$ cat src/design/sst_ram.sv
// ----------------------------------------------------------------------------
// sst_ram
// Generic simple dual-port synchronous RAM with registered read data.
// ----------------------------------------------------------------------------
module sst_ram #(
    parameter int DEPTH = 256,
    parameter int WIDTH = 8
) (
    input  logic                     aclk,
    input  logic                     we,
    input  logic [$clog2(DEPTH)-1:0] waddr,
    input  logic [WIDTH-1:0]         wdata,
    input  logic [$clog2(DEPTH)-1:0] raddr,
    output logic [WIDTH-1:0]         rdata
);
    logic [WIDTH-1:0] mem [DEPTH];

    // write port and registered read port
    always_ff @(posedge aclk) begin
        if (we) begin
            mem[waddr] <= wdata;
        end
        rdata <= mem[raddr];
    end
endmodule

$ cat config.mk
export PLATFORM = sky130hd
export DESIGN_NAME = sst_ram
export DESIGN_NICKNAME = d
export VERILOG_FILES = /design/src/design/sst_ram.sv
export SDC_FILE = /design/constraint.sdc
export NUM_CORES = 2
export LEC_CHECK = 0
export BUFFER_PORTS_ARGS = -buffer_cell sky130_fd_sc_hd__buf_2
export CAP_MARGIN = 5
export CORE_UTILIZATION = 55
export CTS_CLUSTER_DIAMETER = 80
export CTS_CLUSTER_SIZE = 8
export DETAILED_ROUTE_END_ITERATION = 16
export PLACE_DENSITY = 0.71
export SLEW_MARGIN = 25
export SYNTH_ARGS = -nofsm -noshare
export SYNTH_HDL_FRONTEND = slang
export SYNTH_SLANG_ARGS = --single-unit
export TNS_END_PERCENT = 5
$ cat constraint.sdc
create_clock -name aclk -period 2.7 [get_ports aclk]
set_input_delay 0.27 -clock aclk [delete_from_list [all_inputs] [get_ports aclk]]
set_output_delay 0.27 -clock aclk [all_outputs]
set_load 0.05 [all_outputs]
======== Word level (Yosys, flattened, before mapping) ========
Memories as Yosys holds them, arrays and structs flattened. A register that Yosys moved wholly into a read port is not among the register bits.
Index checks and enable logic that the tools add are counted.
W data, S select, Z words.
storage, ports and cells
  register bits after elaboration ......... 0
  input bits .............................. 26
  memory bits (writable) .................. 2048
  memories kept ........................... 1
cells by class
  multiplexer cells ....................... 2
memories
  name  words  width  rd ports  clocked after Yosys merged registers in  write ports  line  RTL
  mem   256    8      1         1                                        1            16    logic [WIDTH-1:0] mem [DEPTH];
operator list
  kind     count
  $mux W1  2

======== Depth between registers and ports, before layout ========
  word-level depth ........................ 2
  depth in mapped cells ................... 11

======== Least setup slack after synthesis ========
No wires, ideal clock.
  path kind ............................... input to register
  start ................................... in raddr[0]
  end ..................................... reg rdata[2] (read register of mem)
  library setup time ...................... 131 ps
  required time ........................... 2569 ps
  path slack .............................. 492 ps
  data arrival time ....................... 2077 ps
  cell stages on the path ................. 9
  buffers on the path ..................... 4
  path through ............................ buf_6 > buf_12 > buf_8 > buf_2 > mux4_2 > a22oi_1 > a21oi_1 > nor4_1 > nor4_2
RTL lines
  item                line  RTL
  start: declaration  13    input logic [$clog2(DEPTH)-1:0] raddr,
  end: declaration    14    output logic [WIDTH-1:0] rdata

==> results.json <==
{
  "syn2layout_area_growth_pct": 18.75,
  "async_flop_share": 0,
  "outcome": "finished, violations left",
  "power_density_nw_per_um2": 764.6,
  "tightest_slew_ps": 1085,
  "finalSetupViolCount": 1,
  "cts_made_buffers": 308,
  "htree_levels": 5,
  "layout_setup_ws_ps": -22.74,
  "netlist_area_um2": 79560,
  "post-cts-setup-buffers": 0,
  "syn_area_per_cell_um2": 21.31,
  "drive_gt1_frac": 0.3227,
  "dp.cells": 6050,
  "max_cap_viol_count": 0,
  "placedInstanceArea_um2": 86250,
  "first_pass_iters": 6,
  "num-nets-final": 4488,
  "crit_type": "register to register",
  "cts_root_buffer": "clkbuf_16",
  "slew_violations": 0,
  "clk_pin_slew_ps": 50,
  "hold_viol": 0,
  "post-dp-hpwl_mm": 125.9,
  "clkLatencyLatePin_ps": 880,
  "synth_cell_type_count": 55,
  "post-route-period-util": 1.008,
  "grt_max_degree": 102,
  "clockBufferDepth": 4,
  "initial_core_util": 0.5545,
  "dieArea_um2": 146200,
  "hold_path.class": "primary input to register",
  "num_rows": 139,
  "fin_cells": 6392,
  "wl_per_cell_um": 31.57,
  "worst_setup_path_end_kind": "register",
  "holdWs_ps": 28.72,
  "vias": 42210,
  "antenna_found_initial": 12,
  "core_um2": 143500,
  "postRouteAntennaNets": 0,
  "dr.first_iter.drc_count": 5465,
  "fin_crit_ps": 2723,
  "crit_required_ps": 3470,
  "postLayoutCellArea_um2": 94480,
  "ys_top_cells_by_area": "edfxtp_1, mux4_2, mux2i_1",
  "yosysMostFrequentCell": "edfxtp_1",
  "tritoncts": "yes",
  "worstPathArrival_ps": 3490,
  "max_freq_mhz": 367.3,
  "io_pins": 34,
  "grt_use_total": 0.2793,
  "synth_top_area_cell": "edfxtp_1",
  "first_global_vias": 42570,
  "synth_common_cells": "edfxtp_1, mux4_2, nor2_1, mux2i_1, a22oi_1",
  "setup_tns_ps": -22.74,
  "peakVddDrop_mv": 0.7498,
  "die_h_um": 382.3,
  "gp_congestion": 0.8776,
  "grt-ovfl-total": 0,
  "cts.sinks": 2056,
  "die_w_um": 382.3,
  "synth_edf_count": 2048,
  "ys_seq_area_frac": 0.7750,
  "grt_pass1_wl_mm": 293.2,
  "relSlewSlack": 0.2746,
  "wl_mm": 201.8,
  "syn_inst": 3733,
  "finalClockSkew_ps": 47.85,
  "numPortBuffers": 33,
  "synth_nets": 3759,
  "synth_seq_cells": 2056,
  "vias_per_cell": 6.603,
  "drcViolationCount": 0,
  "leakagePower_uw": 0.03088,
  "rsz0062_at_grt": "no",
  "yosysWarnings": 0,
  "synth_ff_type": "edfxtp_1",
  "yosysTopAreaCellShare": 0.7730,
  "violations": "negative setup slack",
  "critPathMaxFanout": 1,
  "cp-start-kind": "register",
  "place_ws_ps": -687.5
}
area by class of cell:
type / instances / area [um2]
tap: 1903 / 2381
clock inverter: 5 / 140.1
antenna: 2 / 5.005
inverter: 2 / 7.507
fill: 8899 / 49000
timing repair buffer: 652 / 5749
clock buffer: 330 / 8024
multi-input combinational: 1442 / 16510
sequential: 2056 / 61660
report_power, final:
group	internal, uW	switching, uW
clock	21000	12300
combinational	1410	2240
sequential	35300	79.1
placed cells by master (no fill, tap or decap), drive strengths merged, types with 16 or more instances in the layout:
master | netlist | final
a22oi | 133 | 133
nand3 | 34 | 34
edfxtp | 2048 | 2048
nand2 | 33 | 33
nor4 | 27 | 27
o22ai | 28 | 28
a21oi | 96 | 96
mux2i | 134 | 134
clkbuf | 111 | 333
nor2b | 31 | 31
buf | 122 | 644
o221ai | 47 | 47
a211oi | 16 | 16
mux4 | 456 | 456
nor3 | 22 | 22
nor2 | 282 | 282
cell families (layout without fill, tap and decap cells):
| logic type | count (synthesis) | after routing | synth area share |
|---|---|---|---|
| compound gates | 385 | 385 | 0.03419 |
| other cells | 0 | 2 | 0 |
| simple gates | 466 | 466 | 0.02628 |
| mux | 591 | 591 | 0.1462 |
| flops | 2056 | 2056 | 0.7750 |
| buf+inv | 235 | 989 | 0.01831 |
state kept, by name, summed over array words and instances (netlist names):
register / count
mem: 2048
rdata: 8
worst max-delay path, cell delays in order (launching register included):
cell,delay (ps)
edfxtp_1,360
mux4_2,490
mux4_2,460
nor2b_1,240
nor4_1,740
buf_4,240
nor4_1,50
worst paths after layout:
check              from          end  slack, ps  depth (start not counted)
max          mem[67][1]     rdata[1]        -20                          6
max reg2reg  mem[67][1]     rdata[1]        -20                          6
min reg2reg  mem[46][6]     rdata[6]       1060                          6
min            wdata[6]  mem[168][6]         30                          1
stage by stage:
step,utilization,total power [uW]
after floorplan,-,37680
after global placement,0.6011,39470
after detailed placement,0.6011,39530
after CTS,0.6584,72520
after global routing,0.6584,73880
final,0.6585,72230
what timing repair did:
action,in CTS,in global routing
gates resized for setup,1,1
endpoints found under the setup margin,1,1
pin swaps,0,0
gates cloned,0,0
hold buffers,5,0
endpoints found under the hold margin,281,0
per-layer routing:
metal / up-vias / part of all wire / global-route usage
met2: 2722 / 0.48 / 0.4318
met1: 22000 / 0.38 / 0.3936
met4: 16 / 0.036 / 0.1030
li1: 17000 / - / -
met5: - / 0.00051 / 0
met3: 475 / 0.11 / 0.06321
(Power assumes the default switching activity.)
